[config.mk]
export PLATFORM = sky130hd
export DESIGN_NAME = i2c_eeprom_byte_master_flat
export DESIGN_NICKNAME = d
export VERILOG_FILES = /design/src/hw/rtl/i2cee_pkg.sv /design/src/hw/rtl/i2cee_cmd_if.sv /design/src/hw/rtl/i2cee_res_if.sv /design/src/hw/rtl/i2cee_seq.sv /design/src/hw/rtl/i2c_eeprom_byte_master.sv /design/src/flat_wrapper.sv
export VERILOG_INCLUDE_DIRS = /design/src /design/src/hw/rtl
export SDC_FILE = /design/constraint.sdc
export NUM_CORES = 1
export LEC_CHECK = 0
export BUFFER_PORTS_ARGS = -buffer_cell sky130_fd_sc_hd__buf_2
export CELL_PAD_IN_SITES_DETAIL_PLACEMENT = 0
export CELL_PAD_IN_SITES_GLOBAL_PLACEMENT = 1
export CORE_MARGIN = 3
export CORE_UTILIZATION = 48
export CTS_BUF_LIST = sky130_fd_sc_hd__clkbuf_16
export DETAILED_ROUTE_END_ITERATION = 8
export HOLD_SLACK_MARGIN = 0.08
export PLACE_DENSITY_LB_ADDON = 0.1
export SLEW_MARGIN = 0
export SYNTH_ARGS = -nofsm -noshare
export SYNTH_HDL_FRONTEND = slang
export SYNTH_SLANG_ARGS = --single-unit
[constraint.sdc]
create_clock -name clk -period 5.6 [get_ports clk]
set_input_delay 0.28 -clock clk [delete_from_list [all_inputs] [get_ports clk]]
set_output_delay 0.28 -clock clk [all_outputs]
set_load 0.02 [all_outputs]
[src/hw/rtl/assert_macros.svh]
// Assertion macros shared by the RTL files.
`ifndef ASSERT_MACROS_SVH
`define ASSERT_MACROS_SVH
`ifndef SYNTHESIS
// same-cycle implication
`define ASSERT_IMPLY(label, clk, rst_n, ante, cons, msg) \
	label: assert property (@(posedge clk) disable iff (!rst_n) (ante) |-> (cons)) \
		else $error(msg);
// next-cycle implication
`define ASSERT_NEXT(label, clk, rst_n, ante, cons, msg) \
	label: assert property (@(posedge clk) disable iff (!rst_n) (ante) |=> (cons)) \
		else $error(msg);
`else
`define ASSERT_IMPLY(label, clk, rst_n, ante, cons, msg)
`define ASSERT_NEXT(label, clk, rst_n, ante, cons, msg)
`endif
`endif

[src/hw/rtl/i2cee_pkg.sv]
// Types and constants of the I2C EEPROM byte master.
`timescale 1ns / 1ps
package i2cee_pkg;

	localparam logic [1:0] FUNC_TICK  = 2'd0;
	localparam logic [1:0] FUNC_WRITE = 2'd1;
	localparam logic [1:0] FUNC_READ  = 2'd2;

	localparam logic [1:0] CFG_DEV_SEL    = 2'd0;
	localparam logic [1:0] CFG_PHASE_TICKS = 2'd1;
	localparam logic [1:0] CFG_ACK_TIMEOUT = 2'd2;

	localparam logic [6:0] DEV_SEL_RST     = 7'd80;
	localparam logic [7:0] PHASE_TICKS_RST = 8'd1;
	localparam logic [7:0] ACK_TIMEOUT_RST = 8'd200;

	localparam logic [1:0] BYTE_SEL  = 2'd0;
	localparam logic [1:0] BYTE_ADDR = 2'd1;
	localparam logic [1:0] BYTE_LAST = 2'd2;

	localparam logic [3:0] BITS_PER_BYTE = 4'd8;

	typedef enum logic [20:0] {
		PH_IDLE    = 21'h000001,
		PH_ST_A    = 21'h000002,
		PH_RS_A    = 21'h000004,
		PH_ST_B    = 21'h000008,
		PH_ST_C    = 21'h000010,
		PH_ST_D    = 21'h000020,
		PH_TX_A    = 21'h000040,
		PH_TX_B    = 21'h000080,
		PH_TX_C    = 21'h000100,
		PH_AK_A    = 21'h000200,
		PH_AK_B    = 21'h000400,
		PH_AK_POLL = 21'h000800,
		PH_AK_END  = 21'h001000,
		PH_RX_A    = 21'h002000,
		PH_RX_B    = 21'h004000,
		PH_RX_C    = 21'h008000,
		PH_NK_A    = 21'h010000,
		PH_NK_B    = 21'h020000,
		PH_SP_A    = 21'h040000,
		PH_SP_B    = 21'h080000,
		PH_SP_C    = 21'h100000
	} phase_t;

	typedef struct packed {
		logic [6:0] dev_sel;
		logic [7:0] phase_ticks;
		logic [7:0] ack_timeout;
	} cfg_t;

	typedef struct packed {
		logic       scl;
		logic       sda;
		logic       busy;
		logic       done;
		logic [7:0] read_data;
		logic       ack_failed;
	} result_t;

endpackage

[src/hw/rtl/i2cee_cmd_if.sv]
// Command channel: one bus tick with optional command.
`timescale 1ns / 1ps
interface i2cee_cmd_if;
	logic       valid;
	logic       ready;
	logic [1:0] func;
	logic [7:0] mem_addr;
	logic [7:0] write_data;
	logic       sda_in;

	modport source (output valid, func, mem_addr, write_data, sda_in, input ready);
	modport sink (input valid, func, mem_addr, write_data, sda_in, output ready);
endinterface

[src/hw/rtl/i2cee_res_if.sv]
// Result channel: bus levels and status for one tick.
`timescale 1ns / 1ps
interface i2cee_res_if;
	logic       valid;
	logic       ready;
	logic       scl_out;
	logic       sda_out;
	logic       busy_res;
	logic       done_res;
	logic [7:0] read_data;
	logic       ack_failed;

	modport source (output valid, scl_out, sda_out, busy_res, done_res, read_data,
		ack_failed, input ready);
	modport sink (input valid, scl_out, sda_out, busy_res, done_res, read_data,
		ack_failed, output ready);
endinterface

[src/hw/rtl/i2cee_seq.sv]
// Bus sequencer: transaction state and per-tick bus levels.
`timescale 1ns / 1ps
module i2cee_seq (
	input  logic                clk,
	input  logic                arst_n,
	input  logic                step,
	input  logic [1:0]          func,
	input  logic [7:0]          mem_addr,
	input  logic [7:0]          write_data,
	input  logic                sda_in,
	input  i2cee_pkg::cfg_t     cfg,
	output i2cee_pkg::result_t  result
);
	import i2cee_pkg::*;

	phase_t     phase_q, cur_phase, n_phase;
	logic [3:0] bit_q, cur_bit, n_bit, bit_inc;
	logic [7:0] shift_q, n_shift;
	logic [7:0] tick_q, cur_tick, n_tick;
	logic [7:0] wait_q, n_wait;
	logic       is_read_q, cur_is_read;
	logic [7:0] addr_q, cur_addr;
	logic [7:0] data_q, cur_data;
	logic       err_q, cur_err, n_err;
	logic [1:0] bidx_q, cur_bidx, n_bidx;
	logic [7:0] rbyte_q, n_rbyte;
	logic       start, phase_end, done, scl, sdo;
	logic [7:0] pt;

	assign start = (phase_q == PH_IDLE) && (func == FUNC_WRITE || func == FUNC_READ);
	assign cur_phase   = start ? PH_ST_A : phase_q;
	assign cur_is_read = start ? (func == FUNC_READ) : is_read_q;
	assign cur_addr    = start ? mem_addr : addr_q;
	assign cur_data    = start ? write_data : data_q;
	assign cur_err     = start ? 1'b0 : err_q;
	assign cur_bidx    = start ? BYTE_SEL : bidx_q;
	assign cur_bit     = start ? 4'd0 : bit_q;
	assign cur_tick    = start ? 8'd0 : tick_q;
	assign bit_inc     = cur_bit + 4'd1;

	assign pt = (cfg.phase_ticks == 8'd0) ? 8'd1 : cfg.phase_ticks;
	assign phase_end = ({1'b0, cur_tick} + 9'd1) >= {1'b0, pt};

	always_comb begin
		scl = 1'b1;
		sdo = 1'b1;
		case (cur_phase)
			PH_RS_A: begin scl = 1'b0; sdo = 1'b1; end
			PH_ST_C: begin scl = 1'b1; sdo = 1'b0; end
			PH_ST_D: begin scl = 1'b0; sdo = 1'b0; end
			PH_TX_A: begin scl = 1'b0; sdo = shift_q[7]; end
			PH_TX_B: begin scl = 1'b1; sdo = shift_q[7]; end
			PH_TX_C: begin scl = 1'b0; sdo = shift_q[7]; end
			PH_AK_A, PH_AK_END, PH_RX_C, PH_NK_B: begin scl = 1'b0; sdo = 1'b1; end
			PH_SP_A: begin scl = 1'b0; sdo = 1'b0; end
			PH_SP_B: begin scl = 1'b1; sdo = 1'b0; end
			default: begin scl = 1'b1; sdo = 1'b1; end
		endcase
	end

	always_comb begin
		n_phase = cur_phase;
		n_bit   = cur_bit;
		n_shift = shift_q;
		n_tick  = cur_tick;
		n_wait  = wait_q;
		n_err   = cur_err;
		n_bidx  = cur_bidx;
		n_rbyte = rbyte_q;
		done    = 1'b0;
		if (cur_phase == PH_AK_POLL) begin
			n_tick = 8'd0;
			if (!sda_in) begin
				n_phase = PH_AK_END;
			end else if (wait_q >= cfg.ack_timeout) begin
				n_err   = 1'b1;
				n_phase = PH_AK_END;
			end else begin
				n_wait = wait_q + 8'd1;
			end
		end else if (cur_phase != PH_IDLE) begin
			if (phase_end) begin
				n_tick = 8'd0;
				case (cur_phase)
					PH_ST_A, PH_RS_A: n_phase = PH_ST_B;
					PH_ST_B: n_phase = PH_ST_C;
					PH_ST_C: n_phase = PH_ST_D;
					PH_ST_D: begin
						n_shift = {cfg.dev_sel, cur_bidx == BYTE_LAST};
						n_bit   = 4'd0;
						n_phase = PH_TX_A;
					end
					PH_TX_A: n_phase = PH_TX_B;
					PH_TX_B: n_phase = PH_TX_C;
					PH_TX_C: begin
						n_shift = {shift_q[6:0], 1'b0};
						n_bit   = bit_inc;
						n_phase = (bit_inc >= BITS_PER_BYTE) ? PH_AK_A : PH_TX_A;
					end
					PH_AK_A: n_phase = PH_AK_B;
					PH_AK_B: begin
						n_wait  = 8'd0;
						n_phase = PH_AK_POLL;
					end
					PH_AK_END: begin
						if (cur_bidx == BYTE_SEL) begin
							n_bidx  = BYTE_ADDR;
							n_shift = cur_addr;
							n_bit   = 4'd0;
							n_phase = PH_TX_A;
						end else if (cur_bidx == BYTE_ADDR) begin
							n_bidx = BYTE_LAST;
							if (cur_is_read) begin
								n_phase = PH_RS_A;
							end else begin
								n_shift = cur_data;
								n_bit   = 4'd0;
								n_phase = PH_TX_A;
							end
						end else if (cur_is_read) begin
							n_shift = 8'd0;
							n_bit   = 4'd0;
							n_phase = PH_RX_A;
						end else begin
							n_phase = PH_SP_A;
						end
					end
					PH_RX_A: begin
						n_shift = {shift_q[6:0], sda_in};
						n_phase = PH_RX_B;
					end
					PH_RX_B: n_phase = PH_RX_C;
					PH_RX_C: begin
						n_bit = bit_inc;
						if (bit_inc >= BITS_PER_BYTE) begin
							n_rbyte = shift_q;
							n_phase = PH_NK_A;
						end else begin
							n_phase = PH_RX_A;
						end
					end
					PH_NK_A: n_phase = PH_NK_B;
					PH_NK_B: n_phase = PH_SP_A;
					PH_SP_A: n_phase = PH_SP_B;
					PH_SP_B: n_phase = PH_SP_C;
					PH_SP_C: begin
						done    = 1'b1;
						n_phase = PH_IDLE;
					end
					default: n_phase = PH_IDLE;
				endcase
			end else begin
				n_tick = cur_tick + 8'd1;
			end
		end
	end

	always_ff @(posedge clk or negedge arst_n) begin
		if (!arst_n) begin
			phase_q   <= PH_IDLE;
			bit_q     <= 4'd0;
			shift_q   <= 8'd0;
			tick_q    <= 8'd0;
			wait_q    <= 8'd0;
			is_read_q <= 1'b0;
			addr_q    <= 8'd0;
			data_q    <= 8'd0;
			err_q     <= 1'b0;
			bidx_q    <= BYTE_SEL;
			rbyte_q   <= 8'd0;
		end else if (step) begin
			phase_q   <= n_phase;
			bit_q     <= n_bit;
			shift_q   <= n_shift;
			tick_q    <= n_tick;
			wait_q    <= n_wait;
			is_read_q <= cur_is_read;
			addr_q    <= cur_addr;
			data_q    <= cur_data;
			err_q     <= n_err;
			bidx_q    <= n_bidx;
			rbyte_q   <= n_rbyte;
		end
	end

	assign result.scl        = scl;
	assign result.sda        = sdo;
	assign result.busy       = (cur_phase != PH_IDLE);
	assign result.done       = done;
	assign result.read_data  = n_rbyte;
	assign result.ack_failed = n_err;

endmodule

[src/hw/rtl/i2c_eeprom_byte_master.sv]
// Top level of the I2C EEPROM byte master.
//
// Each command word is one bus tick; the block takes one word per clock and returns one
// result word per word in the next cycle through an output register. Words keep flowing
// back to back while the result side takes them; a stalled result holds the input off
// until taken. While idle, func starts a byte write or a random read; during a transaction
// func is ignored. Every SCL/SDA phase lasts phase_ticks words (0 acts as 1), an
// acknowledge poll takes one word per sample and fails after ack_timeout + 1 high samples,
// which sets the sticky ack_failed flag without stopping the transaction. The user writes
// configuration via cfg_we / cfg_idx / cfg_wdata while the block is idle; not enforced.
`timescale 1ns / 1ps
module i2c_eeprom_byte_master (
	input  logic       clk,
	input  logic       arst_n,
	input  logic       cfg_we,
	input  logic [1:0] cfg_idx,
	input  logic [7:0] cfg_wdata,
	i2cee_cmd_if.sink  cmd,
	i2cee_res_if.source res
);
	import i2cee_pkg::*;
	`include "assert_macros.svh"

	cfg_t    cfg_q;
	result_t result;
	result_t res_q;
	logic    out_v_q;
	logic    step;

	assign cmd.ready = !out_v_q || res.ready;
	assign step      = cmd.valid && cmd.ready;

	always_ff @(posedge clk or negedge arst_n) begin
		if (!arst_n) begin
			cfg_q.dev_sel     <= DEV_SEL_RST;
			cfg_q.phase_ticks <= PHASE_TICKS_RST;
			cfg_q.ack_timeout <= ACK_TIMEOUT_RST;
		end else if (cfg_we) begin
			case (cfg_idx)
				CFG_DEV_SEL:     cfg_q.dev_sel     <= cfg_wdata[6:0];
				CFG_PHASE_TICKS: cfg_q.phase_ticks <= cfg_wdata;
				CFG_ACK_TIMEOUT: cfg_q.ack_timeout <= cfg_wdata;
				default: ;
			endcase
		end
	end

	i2cee_seq u_seq (
		.clk        (clk),
		.arst_n     (arst_n),
		.step       (step),
		.func       (cmd.func),
		.mem_addr   (cmd.mem_addr),
		.write_data (cmd.write_data),
		.sda_in     (cmd.sda_in),
		.cfg        (cfg_q),
		.result     (result)
	);

	always_ff @(posedge clk or negedge arst_n) begin
		if (!arst_n) begin
			out_v_q <= 1'b0;
		end else if (cmd.ready) begin
			out_v_q <= cmd.valid;
		end
	end

	always_ff @(posedge clk) begin
		if (step) begin
			res_q <= result;
		end
	end

	assign res.valid      = out_v_q;
	assign res.scl_out    = res_q.scl;
	assign res.sda_out    = res_q.sda;
	assign res.busy_res   = res_q.busy;
	assign res.done_res   = res_q.done;
	assign res.read_data  = res_q.read_data;
	assign res.ack_failed = res_q.ack_failed;

	`ASSERT_IMPLY(a_done_in_stop, clk, arst_n, out_v_q && res_q.done, res_q.busy && res_q.scl && res_q.sda, "done outside stop")
	`ASSERT_IMPLY(a_idle_released, clk, arst_n, out_v_q && !res_q.busy, res_q.scl && res_q.sda && !res_q.done, "bus driven while idle")
	`ASSERT_NEXT(a_word_lands, clk, arst_n, step, out_v_q, "accepted word lost")

endmodule
[src/flat_wrapper.sv]
// flat-port wrapper written by rule: the top's interface ports become plain ports
module i2c_eeprom_byte_master_flat import i2cee_pkg::*;
  (clk, arst_n, cfg_we, cfg_idx, cfg_wdata, cmd_valid, cmd_func, cmd_mem_addr, cmd_write_data, cmd_sda_in, cmd_ready, res_valid, res_scl_out, res_sda_out, res_busy_res, res_done_res, res_read_data, res_ack_failed, res_ready);
  i2cee_cmd_if cmd_i ();
  i2cee_res_if res_i ();
  input  logic clk;
  input  logic arst_n;
  input  logic cfg_we;
  input  logic [1:0] cfg_idx;
  input  logic [7:0] cfg_wdata;
  input wire logic [$bits(cmd_i.valid)-1:0] cmd_valid;
  input wire logic [$bits(cmd_i.func)-1:0] cmd_func;
  input wire logic [$bits(cmd_i.mem_addr)-1:0] cmd_mem_addr;
  input wire logic [$bits(cmd_i.write_data)-1:0] cmd_write_data;
  input wire logic [$bits(cmd_i.sda_in)-1:0] cmd_sda_in;
  output wire logic [$bits(cmd_i.ready)-1:0] cmd_ready;
  output wire logic [$bits(res_i.valid)-1:0] res_valid;
  output wire logic [$bits(res_i.scl_out)-1:0] res_scl_out;
  output wire logic [$bits(res_i.sda_out)-1:0] res_sda_out;
  output wire logic [$bits(res_i.busy_res)-1:0] res_busy_res;
  output wire logic [$bits(res_i.done_res)-1:0] res_done_res;
  output wire logic [$bits(res_i.read_data)-1:0] res_read_data;
  output wire logic [$bits(res_i.ack_failed)-1:0] res_ack_failed;
  input wire logic [$bits(res_i.ready)-1:0] res_ready;
  assign cmd_i.valid = cmd_valid;
  assign cmd_i.func = cmd_func;
  assign cmd_i.mem_addr = cmd_mem_addr;
  assign cmd_i.write_data = cmd_write_data;
  assign cmd_i.sda_in = cmd_sda_in;
  assign cmd_ready = cmd_i.ready;
  assign res_valid = res_i.valid;
  assign res_scl_out = res_i.scl_out;
  assign res_sda_out = res_i.sda_out;
  assign res_busy_res = res_i.busy_res;
  assign res_done_res = res_i.done_res;
  assign res_read_data = res_i.read_data;
  assign res_ack_failed = res_i.ack_failed;
  assign res_i.ready = res_ready;
  i2c_eeprom_byte_master u_core (.clk(clk), .arst_n(arst_n), .cfg_we(cfg_we), .cfg_idx(cfg_idx), .cfg_wdata(cfg_wdata), .cmd(cmd_i), .res(res_i));
endmodule
-- After elaboration in Yosys (flattened, before gate mapping)
Index checks and enable logic that the tools add are counted.
Widths: inputs -> output; s select.
- bits of input ports: 34
- logic and storage cells: 146
- register bits: 114
- output and inout port bits: 15
- reduce and logical (&&, ||, !) cells: 23
- add/subtract/negate cells: 4
- bitwise logic cells: 3
- muxes and demuxes: 60
- eq/ne operators: 32
- $lt $le $gt $ge: 3
- operators with widths (operator ; count):
    $pmux 21 s17 ; 1
    $mux 8 ; 22
    $mux 21 ; 8
    $mux 4 ; 8
    $pmux 8 s4 ; 1
    $eq 21x1->1 const B ; 1
    $eq 21x10->1 const B ; 1
    $eq 21x11->1 const B ; 1
    $eq 21x12->1 const B ; 1
    $eq 21x13->1 const B ; 1
    $eq 21x14->1 const B ; 1
    $eq 21x15->1 const B ; 1
    $eq 21x16->1 const B ; 1
    $eq 21x17->1 const B ; 1
    $eq 21x18->1 const B ; 1
    $eq 21x19->1 const B ; 1
    $eq 21x2->1 const B ; 1
    $eq 21x20->1 const B ; 1
    $eq 21x21->1 const B ; 1
    $eq 21x3->1 const B ; 1
    $eq 21x4->1 const B ; 1
    $eq 21x5->1 const B ; 1
    $eq 21x6->1 const B ; 1
    $eq 21x7->1 const B ; 1
    36 further kinds ; 66

-- Logic depth before layout (Yosys ltp)
- depth in word-level cells: 11
- gate-level depth with buffers: 20
- depth with buffers taken out: 18

-- By module
Synthesis repeated with hierarchy kept, for this count alone.
- cell total of the unflattened synthesis: 641
- area, all modules: 6437.4 sq um
- by module, submodules not included (module ; cells an instance ; sequential area each (sq um) ; times used ; area each (sq um)):
    i2cee_seq ; 575 ; 1928.1 ; 1 ; 5119.9
    i2c_eeprom_byte_master ; 66 ; 998.5 ; 1 ; 1317.5

-- Least setup slack after synthesis
No wires, ideal clock.
- kind: register to register
- from: register u_core.u_seq.phase_q[9]
- to: register u_core.res_q (netlist bit u_core.res.read_data[0]), data pin
- buffers on the path: 2
- data required time: 5340 ps
- setup time: 260 ps
- stages on the path, launching flop included: 20
- arrival time: 4724 ps
- slack: 616 ps
- period minus slack after synthesis: 4984 ps
- cell sequence: dfrtp_1 -> clkbuf_1 -> or4_1 -> buf_2 -> nor3_1 -> nand3_1 -> and2_1 -> ha_1 -> and3_1 -> nand2_1 -> xor2_1 -> nor2_1 -> ha_1 -> nand3_1 -> o211ai_1 -> a21oi_1 -> o22ai_1 -> nand2_1 -> nor2_1 -> mux2_2
- RTL lines (item ; line ; RTL):
    start: declaration ; i2cee_seq.sv:16 ; phase_t phase_q, cur_phase, n_phase;
    start signal: assignment ; i2cee_seq.sv:172 ; phase_q <= n_phase;
    end signal: assignment ; i2c_eeprom_byte_master.sv:70 ; res_q <= result;
    end: declaration ; i2c_eeprom_byte_master.sv:26 ; result_t res_q;

==> out/qor.yml <==
critical-path-top-delay-family: "simple AND/OR/NAND/NOR gates"
drt_first_pass_iters: 5
tritoncts.num_buffers: 17
netlist_area_mm2: 0.00657
fmax_mhz: 194
crit_arrival_ps: 5320
worst_path_largest_cell_delay_ps: 710
run_status: "completed"
worst-path-buf-inv: 0
tightest_slew_ps: 1230
regToRegStartpoint: "u_core.u_seq.phase_q[19]"
critical_path.startpoint: "u_core.u_seq.phase_q[19]"
finalSetupTns_ps: 0
place.detailed.instances: 864
cts.sink_count: 114
synthCells: 660
floorplan.initialDensity_pct: 49.4
routabilityCongestion: 0.894
startpoint_types: "flip-flop"
dpl-instance-area_mm2: 0.00696
ys.flop_type: "dfrtp_1"
synth.avg_cell_area_um2: 9.96
synthesis_stage_register_bit_count: 114
grt_first_pass_wirelength_mm: 27.4
stdcell_count: 913
cts_tree: "built"
fp.dieArea_mm2: 0.0151
layout-drive-gt1-share_pct: 22.7
cpMaxStageDelayCell: "or4_1"
initialDrtViolationCount: 409
die_h_um: 123
diodes: 0
drt-vias-per-instance: 5.83
synth_nets: 718
final_nets: 782
coreArea_mm2: 0.0133
worst_setup_path_end_kind: "flip-flop"
setup.worst_path.class: "flip-flop to flip-flop"
post_synth_num_cell_types: 73
root_buffer: "clkbuf_16"
overflow: 0
worst_hold_path_type: "primary input to flip-flop"
p_leak_nw: 3.41
area_grow_syn2layout_pct: 16.6
grt_start_max_net_pins: 61
chipWidth_um: 123
irDropWorstVdd_uv: 239
clk_transition_reported_paths_ps: 60
track_usage_pct: 24.0
route.detailed.drc: 0
ys_async_sr_fraction_pct: 88.6
path_cells: "or4_1 > nor4_4 > nand3_1 > and2_1 > ha_1 > and3_1 > nand2_1 > xor2_1 > nor2_1 > ha_1 > nand3_1 > o211ai_1 > a21oi_1 > o22ai_1 > nand2_1 > nor2_2 > mux2_2"
ctsLongestPathBuffers: 2
antenna_found_initial: 0
drv.max_cap_violation_count: 0
place_hpwl_mm: 12.4
multi_input_area_mm2: 0.00341
pwr_cell_area_mw_per_mm2: 400
cp_data_required_time_ps: 5770
layout_worst_path_cycle_share_pct: 92.0
hold_path_startpoint: "cfg_wdata[7]"
wire_per_inst_um: 18.6
final_period_minus_worst_setup_slack_ps: 5150
drt_wl_total_mm: 17.0
critical_path.max_fanout: 8
number_of_flops_mapped_to_enable_cells_by_yosys: 13
hold_viol_final: 0
setup_viol_count_final: 0
rsz0062_at_grt: "no"
clk_latency_ps: 420
ys.warnings.count: 0
vias: 5319
std_cell_rows: 42
drv_slew: 0
clock_tree.htree_level_count: 4
portBuffers: 48
postRouteAntennaNets: 0
vias_in_the_first_global_route: 5118
floorplan.io_pins: 49
final-seq-area_mm2: 0.00293
synth-seq-area-share_pct: 44.5
design_area_mm2: 0.00766
clock_skew_ps: 7.29
worst_slew_margin_rel_pct: 16.9
fillers: 1165
[kinds of logic after synthesis]
kind of cell / after synthesis / synth area share, %
and+or+nand+nor: 274 / 21.9
DFF: 114 / 44.5
AOI/OAI and AO/OA: 113 / 11.9
muxes: 65 / 11.5
buffers and inverters: 56 / 3.75
adders and majority gates: 24 / 4.57
xor gates and xnor gates: 14 / 1.87
[report_power, final]
| part | switching [mW] | total [mW] | internal (mW) |
|---|---|---|---|
| Sequential | 0.138 | 1.14 | 0.997 |
| Clock | 0.399 | 0.957 | 0.558 |
| Combinational | 0.577 | 0.977 | 0.400 |
| Total | 1.11 | 3.07 | 1.95 |
[worst paths after layout]
path / to / slack [ps] / cells after the start
max: u_core.res.read_data[1] / 450 / 17
min: u_core.cfg_q[15] / 110 / 2
max reg2reg: u_core.res.read_data[1] / 450 / 17
min reg2reg: u_core.u_seq.addr_q[4] / 460 / 2
max in group asynchronous: u_core.u_seq.data_q[6] / 4030 / 3
min in group asynchronous: u_core.u_seq.phase_q[9] / 390 / 2
[routing by layer]
metal	track usage, %	wire (µm)
met2	38.4	8200
met3	5.90	775
met1	31.9	7630
met5	0	0
met4	8.79	350
[cells in the mapped netlist (8+ instances only)]
| master | instances | share of area, % |
|---|---|---|
| nand2_1 | 105 | 6.0 |
| a22oi_1 | 10 | 1.1 |
| edfxtp_1 | 13 | 5.9 |
| nor2_1 | 30 | 1.7 |
| a21oi_1 | 15 | 1.1 |
| ha_1 | 24 | 4.6 |
| mux2_4 | 8 | 1.8 |
| mux2_2 | 40 | 6.9 |
| inv_1 | 25 | 1.4 |
| nor4_1 | 12 | 1.1 |
| nor3_1 | 17 | 1.3 |
| dfrtp_1 | 94 | 36 |
| o21ai_0 | 33 | 2.5 |
| mux2i_1 | 16 | 2.4 |
| nand4_1 | 15 | 1.4 |
| xnor2_1 | 8 | 1.1 |
| or3_1 | 10 | 0.95 |
| nand3_1 | 27 | 2.1 |
| clkbuf_1 | 16 | 0.91 |
[flip-flops by register name, indices dropped and copies added, names as in the netlist, 4 cells and up]
signal / flops
u_core.u_seq.data_q: 8
u_core.u_seq.addr_q: 8
u_core.u_seq.rbyte_q: 8
u_core.u_seq.phase_q: 21
u_core.u_seq.shift_q: 8
u_core.u_seq.tick_q: 8
u_core.u_seq.bit_q: 4
u_core.cfg_q: 23
u_core.u_seq.wait_q: 8
u_core.res.read_data: 8
[through the flow]
step	hold WS (ps)	setup WS (ps)	util, %	power, mW
detailed placement	306	326	52.4	2.10
floorplan	-15.6	616	-	1.83
finish	108	448	57.6	3.07
global placement	298	487	52.4	2.09
global route	106	171	57.6	3.26
CTS	93.9	318	57.6	3.08
[cell usage in the layout (no fill, tap or decap), drive strengths merged, types with 3 or more instances in the layout]
master / n
nor4: 16
o31ai: 5
nand2b: 7
or3: 10
or4: 7
nand2: 106
nor2b: 4
ha: 24
dfrtp: 94
o41ai: 3
inv: 28
a21oi: 15
nor2: 32
and4: 5
clkbuf: 17
nand3: 27
and2: 7
dfstp: 7
and3: 7
nor3: 18
clkinv: 10
xor2: 6
o21ai: 33
nand4: 16
a21o: 3
or2: 3
mux2i: 17
mux2: 48
o221ai: 8
dlygate4sd3: 17
nand3b: 3
o211ai: 7
a22o: 7
edfxtp: 13
o21a: 3
a22oi: 10
xnor2: 8
nor4b: 3
buf: 59
[repair_timing]
action / in CTS / in global routing
endpoints found under the setup margin: 0 / 14
gates resized for setup: 0 / 2
hold endpoints to repair: 51 / 0
setup buffers: 0 / 0
hold buffers: 17 / 0
[final cells by class]
class	instances	area share, %
repair buffers	76	6.47
clock buffers	17	5.55
multi-input cells	490	44.4
inverters	25	1.22
well taps	176	2.87
flip-flops and latches	114	38.2
clock inverters	15	1.24
No activity file was read; power rests on OpenSTA's default activity.
